`config.mk`:
```
export PLATFORM = sky130hd
export DESIGN_NAME = sxi_frame_receiver
export DESIGN_NICKNAME = d
export VERILOG_FILES = /design/src/design/sfr_pkg.sv /design/src/design/sfr_in_reg.sv /design/src/design/sfr_deframer.sv /design/src/design/sfr_out_reg.sv /design/src/design/sxi_frame_receiver.sv
export SDC_FILE = /design/constraint.sdc
export NUM_CORES = 1
export LEC_CHECK = 0
export BUFFER_PORTS_ARGS = -buffer_cell sky130_fd_sc_hd__buf_4
export CORE_MARGIN = 8
export CORE_UTILIZATION = 50
export DETAILED_ROUTE_END_ITERATION = 16
export PLACE_DENSITY = 0.72
export RECOVER_POWER = 25
export SYNTH_ARGS = -nofsm -noshare
export SYNTH_HDL_FRONTEND = slang
export SYNTH_HIERARCHICAL = 1
export SYNTH_SLANG_ARGS = --single-unit
```
`constraint.sdc`:
```
create_clock -name clk -period 8.4 [get_ports clk]
set_input_delay 2.1 -clock clk [delete_from_list [all_inputs] [get_ports clk]]
set_output_delay 2.1 -clock clk [all_outputs]
set_load 0.05 [all_outputs]
```
`src/design/sfr_pkg.sv`:
```
// ----------------------------------------------------------------------------
// sfr_pkg
// Shared types and constants of the frame receiver: event codes, register
// indexes, header phase and the item structs passed between stages.
// ----------------------------------------------------------------------------
package sfr_pkg;

    localparam int STAT_WIDTH_DEF = 32;
    localparam int OUT_STAT_W     = 32;
    localparam int LEN_W          = 16;
    localparam int TICK_W         = 24;
    localparam int CFG_DATA_W     = 24;
    localparam int DROP_W         = 17;

    localparam logic [2:0]        HDR_SIZE         = 3'd4;
    localparam logic [TICK_W-1:0] IDLE_MAX         = 24'hFF_FFFF;
    localparam logic [LEN_W-1:0]  MAX_PAYLOAD_RST  = 16'd255;
    localparam logic [TICK_W-1:0] IDLE_TIMEOUT_RST = 24'd50000;

    typedef enum logic [2:0] {
        EV_NONE          = 3'd0,
        EV_PAYLOAD_BYTE  = 3'd1,
        EV_EMPTY_FRAME   = 3'd2,
        EV_FRAMING_ERROR = 3'd3,
        EV_IDLE_ABORT    = 3'd4
    } event_kind_t;

    typedef enum logic {
        REG_MAX_PAYLOAD_LEN = 1'b0,
        REG_IDLE_TIMEOUT    = 1'b1
    } reg_index_t;

    typedef enum logic {
        PH_HEADER  = 1'b0,
        PH_PAYLOAD = 1'b1
    } phase_t;

    typedef enum logic {
        FUNC_BYTE = 1'b0,
        FUNC_TICK = 1'b1
    } func_t;

    typedef struct packed {
        logic       func;
        logic [7:0] rx_byte;
    } in_item_t;

    typedef struct packed {
        event_kind_t            event_kind;
        logic [7:0]             payload_byte;
        logic                   frame_last;
        logic [15:0]            frame_ctr;
        logic                   ctr_gap;
        logic [OUT_STAT_W-1:0]  framing_error_count;
        logic [OUT_STAT_W-1:0]  ctr_error_count;
        logic [OUT_STAT_W-1:0]  idle_timeout_count;
        logic [OUT_STAT_W-1:0]  dropped_byte_count;
        logic [OUT_STAT_W-1:0]  frame_count;
    } result_t;

endpackage

```
`src/design/sfr_in_reg.sv`:
```
// ----------------------------------------------------------------------------
// sfr_in_reg
// Input register of the receiver: captures one item from the slave stream
// and holds it until the deframer consumes it.
// ----------------------------------------------------------------------------
module sfr_in_reg
(
    input  logic              clk,
    input  logic              rst_n,
    input  logic              s_valid,
    output logic              s_ready,
    input  sfr_pkg::in_item_t s_item,
    input  logic              advance,
    output logic              item_valid,
    output sfr_pkg::in_item_t item
);

    logic              valid_reg;
    sfr_pkg::in_item_t item_reg;

    assign s_ready    = !valid_reg || advance;
    assign item_valid = valid_reg;
    assign item       = item_reg;

    always_ff @(posedge clk or negedge rst_n)
    begin
        if (!rst_n)
        begin
            valid_reg <= 1'b0;
        end
        else if (s_valid && s_ready)
        begin
            valid_reg <= 1'b1;
        end
        else if (advance)
        begin
            valid_reg <= 1'b0;
        end
    end

    always_ff @(posedge clk)
    begin
        if (s_valid && s_ready)
        begin
            item_reg <= s_item;
        end
    end

endmodule

```
`src/design/sfr_deframer.sv`:
```
// ----------------------------------------------------------------------------
// sfr_deframer
// Header parser, payload tracker, idle timer and statistics. Updates all
// state and forms one result per consumed item combinationally.
// ----------------------------------------------------------------------------
module sfr_deframer
#(
    parameter int STAT_WIDTH = sfr_pkg::STAT_WIDTH_DEF
)
(
    input  logic                           clk,
    input  logic                           rst_n,
    input  logic                           cfg_we,
    input  logic                           cfg_addr,
    input  logic [sfr_pkg::CFG_DATA_W-1:0] cfg_wdata,
    input  logic                           fire,
    input  sfr_pkg::in_item_t              item,
    output sfr_pkg::result_t               result
);

    // configuration
    logic [sfr_pkg::LEN_W-1:0]  max_len_reg;
    logic [sfr_pkg::TICK_W-1:0] timeout_reg;

    // frame state
    sfr_pkg::phase_t            phase_reg, phase_next;
    logic [1:0]                 hdr_pos_reg, hdr_pos_next;
    logic [7:0]                 hdr_b0_reg, hdr_b1_reg, hdr_b2_reg;
    logic [sfr_pkg::LEN_W-1:0]  plen_reg, plen_next;
    logic [sfr_pkg::LEN_W-1:0]  pseen_reg, pseen_next;
    logic [15:0]                cur_ctr_reg, cur_ctr_next;
    logic                       cur_gap_reg, cur_gap_next;
    logic [15:0]                last_ctr_reg, last_ctr_next;
    logic                       ctr_seen_reg, ctr_seen_next;
    logic [sfr_pkg::TICK_W-1:0] idle_reg, idle_next;

    // statistics
    logic [STAT_WIDTH-1:0] fe_cnt_reg, fe_cnt_next;
    logic [STAT_WIDTH-1:0] ctre_cnt_reg, ctre_cnt_next;
    logic [STAT_WIDTH-1:0] idle_cnt_reg, idle_cnt_next;
    logic [STAT_WIDTH-1:0] drop_cnt_reg, drop_cnt_next;
    logic [STAT_WIDTH-1:0] frame_cnt_reg, frame_cnt_next;

    sfr_pkg::event_kind_t       kind;
    logic [7:0]                 pbyte;
    logic                       last_flag;

    always_ff @(posedge clk or negedge rst_n)
    begin
        if (!rst_n)
        begin
            max_len_reg <= sfr_pkg::MAX_PAYLOAD_RST;
            timeout_reg <= sfr_pkg::IDLE_TIMEOUT_RST;
        end
        else if (cfg_we)
        begin
            case (sfr_pkg::reg_index_t'(cfg_addr))
                sfr_pkg::REG_MAX_PAYLOAD_LEN: max_len_reg <= cfg_wdata[sfr_pkg::LEN_W-1:0];
                sfr_pkg::REG_IDLE_TIMEOUT:    timeout_reg <= cfg_wdata;
                default:                      ;
            endcase
        end
    end

    always_comb
    begin
        logic [sfr_pkg::LEN_W-1:0] hdr_len;
        logic [15:0]               hdr_ctr;
        logic [sfr_pkg::LEN_W-1:0] seen_inc;
        logic                      gap;
        logic [sfr_pkg::DROP_W-1:0] got;

        hdr_len  = {hdr_b1_reg, hdr_b0_reg};
        hdr_ctr  = {item.rx_byte, hdr_b2_reg};
        seen_inc = pseen_reg + 1'b1;
        gap      = ctr_seen_reg && (hdr_ctr != last_ctr_reg + 16'd1);
        got      = (phase_reg == sfr_pkg::PH_HEADER)
                 ? sfr_pkg::DROP_W'(hdr_pos_reg)
                 : sfr_pkg::DROP_W'(sfr_pkg::HDR_SIZE) + sfr_pkg::DROP_W'(pseen_reg);

        phase_next     = phase_reg;
        hdr_pos_next   = hdr_pos_reg;
        plen_next      = plen_reg;
        pseen_next     = pseen_reg;
        cur_ctr_next   = cur_ctr_reg;
        cur_gap_next   = cur_gap_reg;
        last_ctr_next  = last_ctr_reg;
        ctr_seen_next  = ctr_seen_reg;
        idle_next      = idle_reg;
        fe_cnt_next    = fe_cnt_reg;
        ctre_cnt_next  = ctre_cnt_reg;
        idle_cnt_next  = idle_cnt_reg;
        drop_cnt_next  = drop_cnt_reg;
        frame_cnt_next = frame_cnt_reg;
        kind           = sfr_pkg::EV_NONE;
        pbyte          = 8'd0;
        last_flag      = 1'b0;

        if (item.func == sfr_pkg::FUNC_BYTE)
        begin
            idle_next = '0;
            if (phase_reg == sfr_pkg::PH_HEADER)
            begin
                if (hdr_pos_reg != 2'd3)
                begin
                    hdr_pos_next = hdr_pos_reg + 2'd1;
                end
                else
                begin
                    hdr_pos_next = 2'd0;
                    if (hdr_len > max_len_reg)
                    begin
                        // drop the whole header and resync
                        fe_cnt_next   = fe_cnt_reg + 1'b1;
                        drop_cnt_next = drop_cnt_reg + STAT_WIDTH'(sfr_pkg::HDR_SIZE);
                        plen_next     = '0;
                        pseen_next    = '0;
                        kind          = sfr_pkg::EV_FRAMING_ERROR;
                    end
                    else
                    begin
                        cur_gap_next  = gap;
                        if (gap)
                        begin
                            ctre_cnt_next = ctre_cnt_reg + 1'b1;
                        end
                        ctr_seen_next = 1'b1;
                        last_ctr_next = hdr_ctr;
                        cur_ctr_next  = hdr_ctr;
                        pseen_next    = '0;
                        if (hdr_len == '0)
                        begin
                            frame_cnt_next = frame_cnt_reg + 1'b1;
                            plen_next      = '0;
                            kind           = sfr_pkg::EV_EMPTY_FRAME;
                        end
                        else
                        begin
                            phase_next = sfr_pkg::PH_PAYLOAD;
                            plen_next  = hdr_len;
                        end
                    end
                end
            end
            else
            begin
                pbyte      = item.rx_byte;
                kind       = sfr_pkg::EV_PAYLOAD_BYTE;
                pseen_next = seen_inc;
                if (seen_inc >= plen_reg)
                begin
                    last_flag      = 1'b1;
                    frame_cnt_next = frame_cnt_reg + 1'b1;
                    phase_next     = sfr_pkg::PH_HEADER;
                    hdr_pos_next   = 2'd0;
                    plen_next      = '0;
                    pseen_next     = '0;
                end
            end
        end
        else if (phase_reg == sfr_pkg::PH_PAYLOAD || hdr_pos_reg != 2'd0)
        begin
            if (idle_reg >= timeout_reg)
            begin
                // abort the partial frame
                idle_cnt_next = idle_cnt_reg + 1'b1;
                drop_cnt_next = drop_cnt_reg + STAT_WIDTH'(got);
                phase_next    = sfr_pkg::PH_HEADER;
                hdr_pos_next  = 2'd0;
                plen_next     = '0;
                pseen_next    = '0;
                idle_next     = '0;
                kind          = sfr_pkg::EV_IDLE_ABORT;
            end
            else if (idle_reg != sfr_pkg::IDLE_MAX)
            begin
                idle_next = idle_reg + 1'b1;
            end
        end
    end

    always_ff @(posedge clk or negedge rst_n)
    begin
        if (!rst_n)
        begin
            phase_reg     <= sfr_pkg::PH_HEADER;
            hdr_pos_reg   <= 2'd0;
            plen_reg      <= '0;
            pseen_reg     <= '0;
            cur_ctr_reg   <= '0;
            cur_gap_reg   <= 1'b0;
            last_ctr_reg  <= '0;
            ctr_seen_reg  <= 1'b0;
            idle_reg      <= '0;
            fe_cnt_reg    <= '0;
            ctre_cnt_reg  <= '0;
            idle_cnt_reg  <= '0;
            drop_cnt_reg  <= '0;
            frame_cnt_reg <= '0;
        end
        else if (fire)
        begin
            phase_reg     <= phase_next;
            hdr_pos_reg   <= hdr_pos_next;
            plen_reg      <= plen_next;
            pseen_reg     <= pseen_next;
            cur_ctr_reg   <= cur_ctr_next;
            cur_gap_reg   <= cur_gap_next;
            last_ctr_reg  <= last_ctr_next;
            ctr_seen_reg  <= ctr_seen_next;
            idle_reg      <= idle_next;
            fe_cnt_reg    <= fe_cnt_next;
            ctre_cnt_reg  <= ctre_cnt_next;
            idle_cnt_reg  <= idle_cnt_next;
            drop_cnt_reg  <= drop_cnt_next;
            frame_cnt_reg <= frame_cnt_next;
        end
    end

    // header bytes hold no reset value
    always_ff @(posedge clk)
    begin
        if (fire && item.func == sfr_pkg::FUNC_BYTE && phase_reg == sfr_pkg::PH_HEADER)
        begin
            case (hdr_pos_reg)
                2'd0:    hdr_b0_reg <= item.rx_byte;
                2'd1:    hdr_b1_reg <= item.rx_byte;
                2'd2:    hdr_b2_reg <= item.rx_byte;
                default: ;
            endcase
        end
    end

    always_comb
    begin
        result.event_kind          = kind;
        result.payload_byte        = pbyte;
        result.frame_last          = last_flag;
        result.frame_ctr           = cur_ctr_next;
        result.ctr_gap             = cur_gap_next;
        result.framing_error_count = sfr_pkg::OUT_STAT_W'(64'(fe_cnt_next));
        result.ctr_error_count     = sfr_pkg::OUT_STAT_W'(64'(ctre_cnt_next));
        result.idle_timeout_count  = sfr_pkg::OUT_STAT_W'(64'(idle_cnt_next));
        result.dropped_byte_count  = sfr_pkg::OUT_STAT_W'(64'(drop_cnt_next));
        result.frame_count         = sfr_pkg::OUT_STAT_W'(64'(frame_cnt_next));
    end

    a_payload_no_hdr_pos: assert property (@(posedge clk) disable iff (!rst_n)
        phase_reg == sfr_pkg::PH_PAYLOAD |-> hdr_pos_reg == 2'd0)
        else $error("header position nonzero during payload");

    a_payload_count_range: assert property (@(posedge clk) disable iff (!rst_n)
        phase_reg == sfr_pkg::PH_PAYLOAD |-> (plen_reg != '0 && pseen_reg < plen_reg))
        else $error("payload counter out of range");

    a_idle_only_in_flight: assert property (@(posedge clk) disable iff (!rst_n)
        idle_reg != '0 |-> (phase_reg == sfr_pkg::PH_PAYLOAD || hdr_pos_reg != 2'd0))
        else $error("idle timer running with no frame in flight");

    a_framing_counts: assert property (@(posedge clk) disable iff (!rst_n)
        fire && kind == sfr_pkg::EV_FRAMING_ERROR |=> fe_cnt_reg == $past(fe_cnt_reg) + 1'b1)
        else $error("framing error not counted");

endmodule

```
`src/design/sfr_out_reg.sv`:
```
// ----------------------------------------------------------------------------
// sfr_out_reg
// Result register toward the master stream; frees for a new result
// whenever it is empty or its result is being taken.
// ----------------------------------------------------------------------------
module sfr_out_reg
(
    input  logic             clk,
    input  logic             rst_n,
    input  logic             load,
    input  sfr_pkg::result_t result,
    output logic             load_ok,
    output logic             m_valid,
    input  logic             m_ready,
    output sfr_pkg::result_t m_result
);

    logic             valid_reg;
    sfr_pkg::result_t result_reg;

    assign load_ok  = !valid_reg || m_ready;
    assign m_valid  = valid_reg;
    assign m_result = result_reg;

    always_ff @(posedge clk or negedge rst_n)
    begin
        if (!rst_n)
        begin
            valid_reg <= 1'b0;
        end
        else if (load)
        begin
            valid_reg <= 1'b1;
        end
        else if (m_ready)
        begin
            valid_reg <= 1'b0;
        end
    end

    always_ff @(posedge clk)
    begin
        if (load)
        begin
            result_reg <= result;
        end
    end

endmodule

```
`src/design/sxi_frame_receiver.sv`:
```
// ----------------------------------------------------------------------------
// sxi_frame_receiver
// Path from input accept to result valid: input register, then result
// register. Throughput: one item per cycle while m_axis_tready is high.
// Every item gives exactly one result; the deframer step is combinational.
// Reset (rst_n low, asynchronous) clears frame state, statistics and
// both stage valids and loads the register defaults (255, 50000).
// ----------------------------------------------------------------------------
module sxi_frame_receiver
#(
    parameter int STAT_WIDTH = sfr_pkg::STAT_WIDTH_DEF
)
(
    input  logic                           clk,
    input  logic                           rst_n,
    input  logic                           cfg_we,
    input  logic                           cfg_addr,
    input  logic [sfr_pkg::CFG_DATA_W-1:0] cfg_wdata,
    input  logic                           s_axis_tvalid,
    output logic                           s_axis_tready,
    input  logic [7:0]                     s_axis_tdata,  // rx_byte
    input  logic                           s_axis_tuser,  // func
    output logic                           m_axis_tvalid,
    input  logic                           m_axis_tready,
    // payload_byte, frame_ctr, ctr_gap, framing_error_count, ctr_error_count,
    // idle_timeout_count, dropped_byte_count, frame_count, zero fill
    output logic [191:0]                   m_axis_tdata,
    output logic [2:0]                     m_axis_tuser,  // event_kind
    output logic                           m_axis_tlast   // frame_last
);

    sfr_pkg::in_item_t s_item;
    sfr_pkg::in_item_t item;
    sfr_pkg::result_t  result;
    sfr_pkg::result_t  m_result;
    logic              item_valid;
    logic              load_ok;
    logic              fire;

    assign s_item.func    = s_axis_tuser;
    assign s_item.rx_byte = s_axis_tdata;
    assign fire           = item_valid && load_ok;

    sfr_in_reg u_in_reg
    (
        .clk        (clk),
        .rst_n      (rst_n),
        .s_valid    (s_axis_tvalid),
        .s_ready    (s_axis_tready),
        .s_item     (s_item),
        .advance    (load_ok),
        .item_valid (item_valid),
        .item       (item)
    );

    sfr_deframer #(
        .STAT_WIDTH (STAT_WIDTH)
    ) u_deframer
    (
        .clk       (clk),
        .rst_n     (rst_n),
        .cfg_we    (cfg_we),
        .cfg_addr  (cfg_addr),
        .cfg_wdata (cfg_wdata),
        .fire      (fire),
        .item      (item),
        .result    (result)
    );

    sfr_out_reg u_out_reg
    (
        .clk      (clk),
        .rst_n    (rst_n),
        .load     (fire),
        .result   (result),
        .load_ok  (load_ok),
        .m_valid  (m_axis_tvalid),
        .m_ready  (m_axis_tready),
        .m_result (m_result)
    );

    assign m_axis_tuser = m_result.event_kind;
    assign m_axis_tlast = m_result.frame_last;
    assign m_axis_tdata = {7'd0,
                           m_result.frame_count,
                           m_result.dropped_byte_count,
                           m_result.idle_timeout_count,
                           m_result.ctr_error_count,
                           m_result.framing_error_count,
                           m_result.ctr_gap,
                           m_result.frame_ctr,
                           m_result.payload_byte};

endmodule
```
==> metrics <==
Fmax approximately 190 MHz; Total Die Area just over 60000 sq um; slowest stage delay, CP between 2000 and 3000 ps; DR vias/cell between 5 and 6; Reg-to-Reg Start u_deframer/pseen_reg[2]$_DFFE_PN0P_; DRT Wirelength 61500 um; All-Layer GR Usage 20.0%; count of cell types in the netlist between 80 and 90; Via Count ~19k; setup violators final 0; cell taking the most area after synthesis dfrtp_1; WHS Path Cells 1; RSZ-0062 raised after global routing no; Setup crit start kind input port; row cnt 84; cts hold-fix bufs 0; Post-synth EDFFs ~220; failing checks capacitance limit, slew limit; Core Region 52600 sq um; Port Buffers around 230; Yosys Warn Count 6; hold crit path type reg -> reg; DR pass1 iterations 5; post-cts gate resize count 0; Sw Pwr between 2 and 2.5 mW; Critical Path RT between 8000 and 9000 ps; Critical Path Source rst_n; Setup crit end kind async pin; first-pass GRT wire length ~100000 um; R2R Path End u_out_reg/m_result[13]$_DFFE_PP_; largest net degree at the start of global routing about 160; Synth area leaders dfrtp_1 (26%), edfxtp_1 (25%), xnor2_1 (6.9%); Setup CP Type in -> async; Critical Path AT about 5800 ps; H-tree levels 2; worst path bufs/invs 2; maximum vdd drop between 0.15 and 0.2 mV; Total Power 6.72 mW; initial antenna violation count 0; max FFs per register 189; Mapped Cells about 2.4k; Clock power frac roughly a third; Final Cycle Share 62.1%; number of global-route vias before repair roughly 19k; skew final 26.0 ps; crit-path max FO 73; Relative slew margins -142%; Syn-to-layout area delta 15.0%; CTS clock-pin slew for the worst setup and hold paths about 60 ps; Skew-Pair Late Insertion Delay around 600 ps; layout cells sized above 1 between 10% and 20%; ys async rst share between 50% and 60%; DRT iter0 DRCs around 1.4k; Lkg Pwr 13.3 nW; switching part of the total power a little under a third; outcome finished with violations; clock sink total a little over 500; final global-route overflow total 0; CP Depth 2; Final Wtd Congestion between 0.8 and 0.9; I/O pins 237; NumNets Final between 2k and 3k; register area share after synthesis ~53%; Die X 246 um; Yosys top cell area share 26.5%; combinational power share between 10% and 20%; register bit total from synthesis 517; Antenna Violating Nets Remaining 0; Main synth FF type dfrtp_1; pwr dens between 200 and 250 nW/um^2; minimum clock period approximately 5200 ps; final core occ about three fifths; CTS tree yes; Mapped Area about 27000 sq um; total negative slack 0 ps; CP top delay family buffers and inverters; clk buf depth 3; worst slew pin tran around 3600 ps; # DRC 0; Max Cap Viol 2; Critical Path Sink u_deframer/fe_cnt_reg[7]$_DFFE_PN0P_; DR WL/cell approximately 18 um; DIE HEIGHT between 200 and 250 um; Flop pwr share between 40% and 50%; Mean Syn Cell Area 10.9 sq um; clk root buf clkbuf_16; Critical-path top delay cell clkbuf_1; DP HPWL 42900 um; Power Internal roughly 4.7 mW; Num CTS Buffers 54; Setup Fix Bufs, Post-CTS 0; R2R Setup Slk between 3000 and 4000 ps; max-slew violation count 93; # diodes 0; crit-path cells clkbuf_1 > buf_4; reg2reg path depth 15; final hold viol count 0; Starting Density 50.5%
-- metrics by stage --
step / std cells / hold WS [ps] / worst slack, ps / area (sq um)
2_1_floorplan: 2443 / 440 / 1450 / 26600
3_3_place_gp: 3258 / 463 / 3260 / 28800
3_5_place_dp: 3258 / 466 / 3170 / 28800
4_1_cts: 3358 / 480 / 3610 / 30600
5_1_grt: 3358 / 496 / 2490 / 30500
6_report: 3358 / 475 / 3180 / 30500
-- kinds of logic (layout without fill, tap and decap cells) --
kind of cell	Yosys count	count (layout)	share of synthesized area, %
AND/OR/NAND/NOR	874	874	16.8
flip-flops	517	517	53.0
XOR/XNOR	363	363	12.0
AO/OA/AOI/OAI	273	273	6.43
buffers and inverters	219	446	3.37
multiplexers	103	103	4.31
adder cells (fa/ha/maj)	87	87	4.13
other	1	7	0.0141
-- synth_stat cells (15+ instances only) --
| cell type | number |
|---|---|
| dfrtp_1 | 281 |
| nand2_1 | 251 |
| edfxtp_1 | 222 |
| xnor2_1 | 209 |
| xor2_1 | 154 |
| nand3_1 | 131 |
| nor2_1 | 126 |
| o21ai_0 | 103 |
| inv_1 | 95 |
| mux2_2 | 90 |
| ha_1 | 86 |
| clkbuf_1 | 78 |
| nor3_1 | 65 |
| nor4_1 | 65 |
| nand4_1 | 59 |
| a21oi_1 | 55 |
| and3_1 | 44 |
| and2_1 | 26 |
| buf_2 | 24 |
| a21o_1 | 19 |
| nand2b_1 | 19 |
| or3_1 | 15 |
-- worst min-delay path by stage --
stage                                                start                                      to  slack (ps)
global placement    u_deframer/cur_ctr_reg[14]$_DFFE_PN0P_  u_deframer/cur_ctr_reg[14]$_DFFE_PN0P_         460
CTS                     u_deframer/cur_gap_reg$_DFFE_PN0P_      u_deframer/cur_gap_reg$_DFFE_PN0P_         480
floorplan              u_deframer/ctr_seen_reg$_DFFE_PN0P_     u_deframer/ctr_seen_reg$_DFFE_PN0P_         440
global route            u_deframer/cur_gap_reg$_DFFE_PN0P_      u_deframer/cur_gap_reg$_DFFE_PN0P_         500
detailed placement      u_deframer/cur_gap_reg$_DFFE_PN0P_      u_deframer/cur_gap_reg$_DFFE_PN0P_         470
finish                  u_deframer/cur_gap_reg$_DFFE_PN0P_      u_deframer/cur_gap_reg$_DFFE_PN0P_         470
-- final cells by class --
type                    instances  area (sq um)
clock buffers                  79          1520
clock inverters                21           201
fillers                      4362         22000
inverters                      97           364
multi-input cells            1707         11600
flip-flops and latches        517         14100
well taps                     688           861
repair buffers                249          1890
-- cell usage in the layout, fill, tap and decap left out, drive strengths merged, types with 27 or more instances in the layout --
cell,instances
xor2,154
buf,237
nand4,60
nand3,132
and2,27
o21ai,106
ha,86
dfrtp,281
mux2,91
nor3,67
inv,96
edfxtp,222
nand2,251
xnor2,209
clkbuf,91
nor2,126
a21oi,55
and3,44
nor4,69
-- power by group through the flow --
stage / Sequential (mW) / Clock [mW] / Combinational, mW
2_1_floorplan: 3.39 / 0 / 0.625
3_3_place_gp: 3.14 / 0 / 1.26
3_5_place_dp: 3.15 / 0 / 1.30
4_1_cts: 3.10 / 2.38 / 1.31
5_1_grt: 3.13 / 2.48 / 1.42
6_report: 3.10 / 2.32 / 1.30
-- metal layers --
layer  GRT usage (%)  up-vias  wire length, um
met5               0        -                0
met4            7.10        0             1750
met2            33.3      552            29900
met3            3.47      117             3730
met1            26.0     9152            26100
li1                -     9002                -
(Power assumes the default switching activity.)
